`config.mk`:
```
export PLATFORM = sky130hd
export DESIGN_NAME = buffer_pool_with_wait_queue_top
export DESIGN_NICKNAME = d
export VERILOG_FILES = /design/src/design/bpwq_pkg.sv /design/src/design/buffer_pool_with_wait_queue_top.sv
export VERILOG_INCLUDE_DIRS = /design/src /design/src/design
export SDC_FILE = /design/constraint.sdc
export NUM_CORES = 1
export LEC_CHECK = 0
export BUFFER_PORTS_ARGS = -buffer_cell sky130_fd_sc_hd__clkbuf_2
export CORE_MARGIN = 1.5
export CORE_UTILIZATION = 41
export CTS_CLUSTER_SIZE = 12
export DETAILED_ROUTE_END_ITERATION = 7
export PLACE_DENSITY_LB_ADDON = 0.12
export SYNTH_ARGS = -nofsm -noshare
export SYNTH_HDL_FRONTEND = slang
export SYNTH_SLANG_ARGS = --single-unit
```
`constraint.sdc`:
```
create_clock -name clk_i -period 7 [get_ports clk_i]
set_input_delay 0.7 -clock clk_i [delete_from_list [all_inputs] [get_ports clk_i]]
set_output_delay 0.7 -clock clk_i [all_outputs]
set_load 0.05 [all_outputs]
```
`src/design/buffer_pool_with_wait_queue_top_assert.svh`:
```
// ----------------------------------------------------------------------------
// Assertion macros for the buffer pool with wait queue.
// The using module provides clk_i and rst_ni.
// ----------------------------------------------------------------------------
`ifndef BUFFER_POOL_WITH_WAIT_QUEUE_TOP_ASSERT_SVH
`define BUFFER_POOL_WITH_WAIT_QUEUE_TOP_ASSERT_SVH

// Same-cycle implication, checked outside reset.
`define BPWQ_ASSERT_IMP(label, ante, cons, msg) \
  label: assert property (@(posedge clk_i) disable iff (!rst_ni) (ante) |-> (cons)) \
    else $error(msg);

// Next-cycle implication, checked outside reset.
`define BPWQ_ASSERT_NXT(label, ante, cons, msg) \
  label: assert property (@(posedge clk_i) disable iff (!rst_ni) (ante) |=> (cons)) \
    else $error(msg);

`endif

```
`src/design/bpwq_pkg.sv`:
```
// ----------------------------------------------------------------------------
// bpwq_pkg
// Types and constants shared by the buffer pool with wait queue.
// ----------------------------------------------------------------------------
`timescale 1ns / 1ps
`default_nettype none

package bpwq_pkg;

  // Storage sizes.
  localparam int unsigned POOL_DEPTH = 64;
  localparam int unsigned WAIT_DEPTH = 16;

  // Derived widths.
  localparam int unsigned PoolIdxW = $clog2(POOL_DEPTH);
  localparam int unsigned PoolCntW = $clog2(POOL_DEPTH + 1);
  localparam int unsigned WaitIdxW = $clog2(WAIT_DEPTH);
  localparam int unsigned WaitCntW = $clog2(WAIT_DEPTH + 1);

  // Field widths.
  localparam int unsigned RequesterW = 8;
  localparam int unsigned EntryW     = 6;
  localparam int unsigned BusyW      = 7;
  localparam int unsigned OutageW    = 32;
  localparam int unsigned CfgW       = 7;

  // Pool size after reset.
  localparam int unsigned PoolSizeReset = (64 > POOL_DEPTH) ? POOL_DEPTH : 64;

  typedef enum logic {
    FUNC_ACQUIRE = 1'b0,
    FUNC_RETURN  = 1'b1
  } func_e;

  typedef enum logic [2:0] {
    ST_GRANTED  = 3'd0,
    ST_QUEUED   = 3'd1,
    ST_HANDED   = 3'd2,
    ST_FREED    = 3'd3,
    ST_REJECTED = 3'd4
  } status_e;

  typedef struct packed {
    func_e                 func;
    logic [RequesterW-1:0] requester_id;
    logic [EntryW-1:0]     entry_index;
  } in_item_t;

  typedef struct packed {
    status_e               status;
    logic [RequesterW-1:0] grant_requester;
    logic [EntryW-1:0]     grant_entry;
    logic [BusyW-1:0]      held_count;
    logic                  pool_busy;
    logic [OutageW-1:0]    starved_count;
  } out_item_t;

endpackage

`default_nettype wire

```
`src/design/buffer_pool_with_wait_queue_top.sv`:
```
// Buffer pool with a FIFO wait queue. One acquire or return transfer is
// accepted per cycle while in_stall_o is low; its result is registered into
// the output register, or the skid register while the output is stalled.
// That rate rests on the free-list head being updated with each transfer:
// the free-list and wait-queue memories are read ahead at the next head
// address, with a bypass of the write made in the same cycle. A two-entry
// output buffer (output register plus skid register) keeps input transfers
// flowing while a result waits. Free-list slots carry valid bits, so reset
// and a pool size write take effect at once with no clearing pass.
// ----------------------------------------------------------------------------
// buffer_pool_with_wait_queue_top
// Free-list allocator of numbered entries with a FIFO queue of requesters.
// ----------------------------------------------------------------------------
`timescale 1ns / 1ps
`default_nettype none

`include "buffer_pool_with_wait_queue_top_assert.svh"

module buffer_pool_with_wait_queue_top
  import bpwq_pkg::*;
(
  input  wire logic            clk_i,
  input  wire logic            rst_ni,
  input  wire logic            cfg_we_i,
  input  wire logic [CfgW-1:0] cfg_data_i,
  input  wire logic            in_valid_i,
  output logic                 in_stall_o,
  input  wire in_item_t        in_data_i,
  output logic                 out_valid_o,
  input  wire logic            out_stall_i,
  output out_item_t            out_data_o
);

  // Free list: memory with valid bits; an unwritten slot reads as its index.
  logic [EntryW-1:0]     free_mem [POOL_DEPTH];
  logic [EntryW-1:0]     free_rd_q;
  logic [POOL_DEPTH-1:0] free_vld_q, free_vld_d;
  logic [PoolIdxW-1:0]   free_head_q, free_head_d;
  logic [PoolIdxW-1:0]   free_tail_q, free_tail_d;
  logic [PoolCntW-1:0]   free_cnt_q, free_cnt_d;
  logic                  free_push;

  // Wait queue of requester ids.
  logic [RequesterW-1:0] wait_mem [WAIT_DEPTH];
  logic [RequesterW-1:0] wait_rd_q;
  logic [WaitIdxW-1:0]   wait_head_q, wait_head_d;
  logic [WaitIdxW-1:0]   wait_tail_q, wait_tail_d;
  logic [WaitCntW-1:0]   wait_cnt_q, wait_cnt_d;
  logic                  wait_push;

  // Counters.
  logic [PoolCntW-1:0] in_use_q, in_use_d;
  logic [OutageW-1:0]  outage_q, outage_d;

  // Output buffer.
  logic      out_valid_q, skid_valid_q;
  out_item_t out_q, skid_q;
  out_item_t res;

  logic                accept;
  logic                take;
  logic [CfgW-1:0]     size_clamped;
  logic [EntryW-1:0]   head_entry;

  assign accept = in_valid_i && !in_stall_o;
  assign take   = out_valid_q && !out_stall_i;

  assign in_stall_o  = skid_valid_q;
  assign out_valid_o = out_valid_q;
  assign out_data_o  = out_q;

  // Clamp a written pool size into 1..POOL_DEPTH.
  always_comb begin
    if (cfg_data_i == '0) begin
      size_clamped = CfgW'(1);
    end else if (cfg_data_i > CfgW'(POOL_DEPTH)) begin
      size_clamped = CfgW'(POOL_DEPTH);
    end else begin
      size_clamped = cfg_data_i;
    end
  end

  // Oldest free entry: stored value once written, else the slot index.
  assign head_entry = free_vld_q[free_head_q] ? free_rd_q : EntryW'(free_head_q);

  // One transfer or a pool size write: pool update and result.
  always_comb begin
    free_head_d = free_head_q;
    free_tail_d = free_tail_q;
    free_cnt_d  = free_cnt_q;
    free_vld_d  = free_vld_q;
    free_push   = 1'b0;
    wait_head_d = wait_head_q;
    wait_tail_d = wait_tail_q;
    wait_cnt_d  = wait_cnt_q;
    wait_push   = 1'b0;
    in_use_d    = in_use_q;
    outage_d    = outage_q;
    res         = '0;
    res.status  = ST_FREED;

    if (cfg_we_i) begin
      // A pool size write refills the free list and empties the queue.
      free_head_d = '0;
      free_tail_d = (PoolCntW'(size_clamped) == PoolCntW'(POOL_DEPTH)) ?
                    '0 : PoolIdxW'(size_clamped);
      free_cnt_d  = PoolCntW'(size_clamped);
      free_vld_d  = '0;
      wait_head_d = '0;
      wait_tail_d = '0;
      wait_cnt_d  = '0;
      in_use_d    = '0;
    end else if (accept) begin
      case (in_data_i.func)
        FUNC_ACQUIRE: begin
          if (free_cnt_q != '0) begin
            res.grant_entry     = head_entry;
            res.grant_requester = in_data_i.requester_id;
            res.status          = ST_GRANTED;
            free_head_d = (free_head_q == PoolIdxW'(POOL_DEPTH - 1)) ?
                          '0 : free_head_q + PoolIdxW'(1);
            free_cnt_d  = free_cnt_q - PoolCntW'(1);
            if (in_use_q != PoolCntW'(POOL_DEPTH)) begin
              in_use_d = in_use_q + PoolCntW'(1);
            end
          end else begin
            if (outage_q != '1) begin
              outage_d = outage_q + OutageW'(1);
            end
            if (wait_cnt_q != WaitCntW'(WAIT_DEPTH)) begin
              wait_push   = 1'b1;
              wait_tail_d = (wait_tail_q == WaitIdxW'(WAIT_DEPTH - 1)) ?
                            '0 : wait_tail_q + WaitIdxW'(1);
              wait_cnt_d  = wait_cnt_q + WaitCntW'(1);
              res.status  = ST_QUEUED;
            end else begin
              res.status  = ST_REJECTED;
            end
          end
        end
        FUNC_RETURN: begin
          if (wait_cnt_q != '0) begin
            // Hand the entry straight to the oldest waiter.
            res.grant_requester = wait_rd_q;
            res.grant_entry     = in_data_i.entry_index;
            res.status          = ST_HANDED;
            wait_head_d = (wait_head_q == WaitIdxW'(WAIT_DEPTH - 1)) ?
                          '0 : wait_head_q + WaitIdxW'(1);
            wait_cnt_d  = wait_cnt_q - WaitCntW'(1);
          end else begin
            if (free_cnt_q != PoolCntW'(POOL_DEPTH)) begin
              free_push   = 1'b1;
              free_vld_d[free_tail_q] = 1'b1;
              free_tail_d = (free_tail_q == PoolIdxW'(POOL_DEPTH - 1)) ?
                            '0 : free_tail_q + PoolIdxW'(1);
              free_cnt_d  = free_cnt_q + PoolCntW'(1);
            end
            if (in_use_q != '0) begin
              in_use_d = in_use_q - PoolCntW'(1);
            end
            res.status = ST_FREED;
          end
        end
        default: begin
          res.status = ST_FREED;
        end
      endcase
    end

    res.held_count    = BusyW'(in_use_d);
    res.pool_busy     = (in_use_d != '0);
    res.starved_count = outage_d;
  end

  // Free-list memory: push at the tail, read ahead at the next head.
  always_ff @(posedge clk_i) begin
    if (free_push) begin
      free_mem[free_tail_q] <= in_data_i.entry_index;
    end
    if (free_push && (free_tail_q == free_head_d)) begin
      free_rd_q <= in_data_i.entry_index;
    end else begin
      free_rd_q <= free_mem[free_head_d];
    end
  end

  // Wait queue storage: push at the tail, read ahead at the next head.
  always_ff @(posedge clk_i) begin
    if (wait_push) begin
      wait_mem[wait_tail_q] <= in_data_i.requester_id;
    end
    if (wait_push && (wait_tail_q == wait_head_d)) begin
      wait_rd_q <= in_data_i.requester_id;
    end else begin
      wait_rd_q <= wait_mem[wait_head_d];
    end
  end

  // Pool control state.
  always_ff @(posedge clk_i or negedge rst_ni) begin
    if (!rst_ni) begin
      free_head_q <= '0;
      free_tail_q <= (PoolSizeReset == POOL_DEPTH) ? '0 : PoolIdxW'(PoolSizeReset);
      free_cnt_q  <= PoolCntW'(PoolSizeReset);
      free_vld_q  <= '0;
      wait_head_q <= '0;
      wait_tail_q <= '0;
      wait_cnt_q  <= '0;
      in_use_q    <= '0;
      outage_q    <= '0;
    end else begin
      free_head_q <= free_head_d;
      free_tail_q <= free_tail_d;
      free_cnt_q  <= free_cnt_d;
      free_vld_q  <= free_vld_d;
      wait_head_q <= wait_head_d;
      wait_tail_q <= wait_tail_d;
      wait_cnt_q  <= wait_cnt_d;
      in_use_q    <= in_use_d;
      outage_q    <= outage_d;
    end
  end

  // Output buffer valid flags.
  always_ff @(posedge clk_i or negedge rst_ni) begin
    if (!rst_ni) begin
      out_valid_q  <= 1'b0;
      skid_valid_q <= 1'b0;
    end else if (skid_valid_q) begin
      if (take) begin
        skid_valid_q <= 1'b0;
      end
    end else if (accept) begin
      if (out_valid_q && !take) begin
        skid_valid_q <= 1'b1;
      end
      out_valid_q <= 1'b1;
    end else if (take) begin
      out_valid_q <= 1'b0;
    end
  end

  // Output buffer payload.
  always_ff @(posedge clk_i) begin
    if (skid_valid_q) begin
      if (take) begin
        out_q <= skid_q;
      end
    end else if (accept) begin
      if (out_valid_q && !take) begin
        skid_q <= res;
      end else begin
        out_q <= res;
      end
    end
  end

  // Checks on the pool bookkeeping and the output buffer.
  `BPWQ_ASSERT_IMP(a_wait_only_when_empty, wait_cnt_q != '0, free_cnt_q == '0,
                   "requesters wait while free entries remain")
  `BPWQ_ASSERT_IMP(a_skid_implies_out, skid_valid_q, out_valid_q,
                   "skid register holds a result ahead of the output register")
  `BPWQ_ASSERT_IMP(a_counts_bounded, 1'b1,
                   (in_use_q <= PoolCntW'(POOL_DEPTH)) &&
                   (wait_cnt_q <= WaitCntW'(WAIT_DEPTH)) &&
                   (free_cnt_q <= PoolCntW'(POOL_DEPTH)),
                   "pool counter out of range")
  `BPWQ_ASSERT_NXT(a_handoff_keeps_busy,
                   accept && !cfg_we_i && (in_data_i.func == FUNC_RETURN) &&
                   (wait_cnt_q != '0),
                   $stable(in_use_q) && $stable(free_cnt_q),
                   "hand-off to a waiter changed the pool counts")

endmodule

`default_nettype wire

```
==> key figures <==
STA
  • Final setup fails: 0
  • Setup TNS: 0 ns
  • RSZ-0062 raised after global routing: false
  • Max Fclk: 274 MHz
  • Least-Margin Pin Slew: ~1.1 ns
  • Crit path time final: between 3 and 4 ns
  • Tcrit/Tclk final: 0.522
  • Final Max Slew Viols: 0
  • Worst setup margin: between 3 and 4 ns
  • Slew headroom: 0.233
  • Worst clock skew: 0.0293 ns
  • Endpoints failing hold: 0

Final layout
  • Final cell count without fillers: 3154
  • Fin nets: around 2100
  • Layout cells sized above 1: 0.198
  • Most common cell after layout, fill and taps aside: edfxtp_1
  • Area grow syn2layout: 12.8%
  • Most frequent cells in the layout: edfxtp_1, dfrtp_1, nor2_1

Setup path
  • Setup crit end kind: register
  • Worst reg2reg path depth: 9
  • Required time worst endpoint: about 7.3 ns
  • Crit Path Category: register to register
  • Worst R2R Setup Slack: ~3.3 ns
  • CP Max Fanout: 35
  • Crit start category: register
  • Reg-to-reg endpoint: out_data_o[45]
  • Critical path arrival: approximately 4 ns

Logic synthesis
  • Synth top area share: 0.588
  • Synth top area cells: edfxtp_1, dfrtp_1, mux4_2, mux2i_1, mux2_2
  • FFs w/ async S/R, synth: 0.177
  • Synthesized Nets: 2000
  • Synthesized cell area: 32000 µm²
  • Synth area leader: edfxtp_1
  • EDFF count, synth: between 600 and 700
  • Gate Count Post-Synth: 1953
  • Yosys reg bits: between 700 and 800
  • Synth Area per Inst: 16.4 µm²
  • Unique cell type count in the Yosys netlist: 88
  • Top_reg_cell synth: edfxtp_1
  • Sequential fraction of the synthesis area: 0.701
  • Synth Warn #: 0

Global route
  • Initial antenna violation count: 1
  • Largest net degree at the start of global routing: 77
  • Gr ovfl total: 0
  • Vias in the first global route: 18143
  • First-pass GRT wire length: ~120000 µm
  • GRT Total Usage: 0.207

Routing
  • # DRC: 0
  • Via count: between 15000 and 20000
  • Drt initial violations: ~1700
  • Mean number of vias per cell: around 5.7
  • Drt first pass iters: 6
  • Wire per inst: ~26 µm
  • Routed WL: 80900 µm
  • Post-DRT Antenna Nets: 0

Power
  • Sequential Power Share: 0.483
  • Internal power: 8.11 mW
  • Clock share of power: 0.374
  • Pwr Density: ~310 nW/µm²
  • Peak supply drop: around 0.00027 V
  • Static leakage: around 13 nW
  • Switching power: ~3.1 mW
  • Comb pwr share: 0.143
  • Sw Share: 0.278

Die
  • Starting Density: 0.414
  • Die footprint: 79700 µm²
  • Core ar.: 77300 µm²
  • Num rows: roughly 100
  • Top Ports: 86
  • DIE HEIGHT: 282 µm
  • Die X: between 200 and 300 µm

Worst hold path
  • Hold crit path type: input port to async pin

Placement
  • Placer Congestion: between 0.8 and 0.9
  • HPWL after detailed placement: 51500 µm
  • Placed Cells: approximately 3000
  • Pre-CTS WS: 3.36 ns
  • Port bufs: 85

CTS
  • H-tree depth: 3
  • Clk_lat worst skew: roughly 0.63 ns
  • Clock-pin slew on the worst setup and hold paths: 0.06 ns
  • Total CTS buffers: approximately 80
  • Post-CTS Setup Bufs: 0
  • Clock Path Buffers: 3
  • Post-CTS sizing: 0
  • Clock Sinks: 773
  • Hold buffers post-CTS: 0
  • CTS tree: yes
  • CTS root buffer: clkbuf_16

Job
  • MaxCap Viol Count: 0

Status
  • Status: finished clean
[state kept, by name (all words and copies together), names as in the netlist, named ones only]
signal       flops
free_cnt_q       7
in_stall_o       1
in_use_q         7
out_valid_o      1
free_vld_q      64
outage_q        32
wait_head_q      4
wait_cnt_q       5
free_head_q      6
wait_mem       128
wait_tail_q      4
free_tail_q      6
skid_q          57
out_data_o      57
free_mem       384
[worst max path at each step]
stage	start	end	slack [ns]	cells after the start
floorplan	in_stall_o	out_data_o[0]	2.20	6
global placement	cfg_we_i	free_mem[62][5]	3.35	5
detailed placement	cfg_we_i	free_mem[58][0]	3.36	5
CTS	register	out_data_o[45]	3.37	9
global route	register	out_data_o[45]	3.12	9
finish	register	out_data_o[45]	3.35	9
[synth_stat cells (all sizes together) (5+ instances only)]
master	n
o21ai	27
nor3	25
or4	5
a21o	72
a21oi	55
a32oi	5
a221oi	20
a211oi	6
nor4	14
buf	44
mux2	49
inv	18
dfxtp	10
o31ai	12
nand2	94
xnor2	30
xor2	20
nand4	24
a22oi	26
nand3b	5
a311oi	7
and4	7
nor2	128
nand3	56
a31oi	15
mux2i	99
nor2b	14
edfxtp	626
nand2b	7
and2	15
or3	5
mux4	107
o211ai	8
and3	14
dfrtp	136
ha	18
clkbuf	65
[kinds of logic (layout without fill, tap and decap cells)]
family                     count (synthesis)  after routing  synth area share
AOI/OAI and AO/OA                        291            291            0.0652
xor gates and xnor gates                  50             50            0.0137
adders and majority gates                 20             20           0.00829
buffers and inverters                    130            290            0.0187
DFF                                      773            773             0.701
muxes                                    255            255             0.125
other                                      0              1                 0
and+or+nand+nor                          434            434            0.0682
[final cells by class]
class                   instances  area, µm²
flip-flops and latches        773      22400
multi-input cells            1050       8980
well taps                    1040       1300
diodes                          1       2.50
inverters                      21       78.8
clock inverters                31        303
clock buffers                 118       2290
repair buffers                120        694
fillers                      6767      41200
[critical path: stages, from the launching register on]
cell      delay (ns)
dfxtp_4         0.72
buf_4           0.66
buf_4           0.41
nor2b_1         0.32
a221oi_1        0.14
nand3_1         0.10
nand4_1         0.21
nor4_1          0.35
o221a_2         0.29
o31ai_1         0.08
[power by group through the flow]
stage	logic, mW	registers, mW	clock network, mW
2_1_floorplan	0.732	5.91	0
3_3_place_gp	1.61	5.52	0
3_5_place_dp	1.62	5.52	0
4_1_cts	1.63	5.43	4.28
5_1_grt	1.72	5.45	4.47
6_report	1.61	5.42	4.19
[per-layer routing]
layer | part of all wire | GRT usage
met1 | 0.44 | 0.293
met3 | 0.057 | 0.0363
met5 | 0.000099 | 0
met2 | 0.47 | 0.327
met4 | 0.026 | 0.0673
[metrics by stage]
stage,cell area (µm²),utilization,power (mW),hold WS (ns)
3_5_place_dp,33500,0.433,7.14,0.462
6_report,36100,0.467,11.2,0.103
5_1_grt,36100,0.467,11.6,0.161
2_1_floorplan,32000,-,6.64,0.404
3_3_place_gp,33500,0.433,7.14,0.454
4_1_cts,36100,0.467,11.3,0.123
Power figures use the tool's default switching activity.
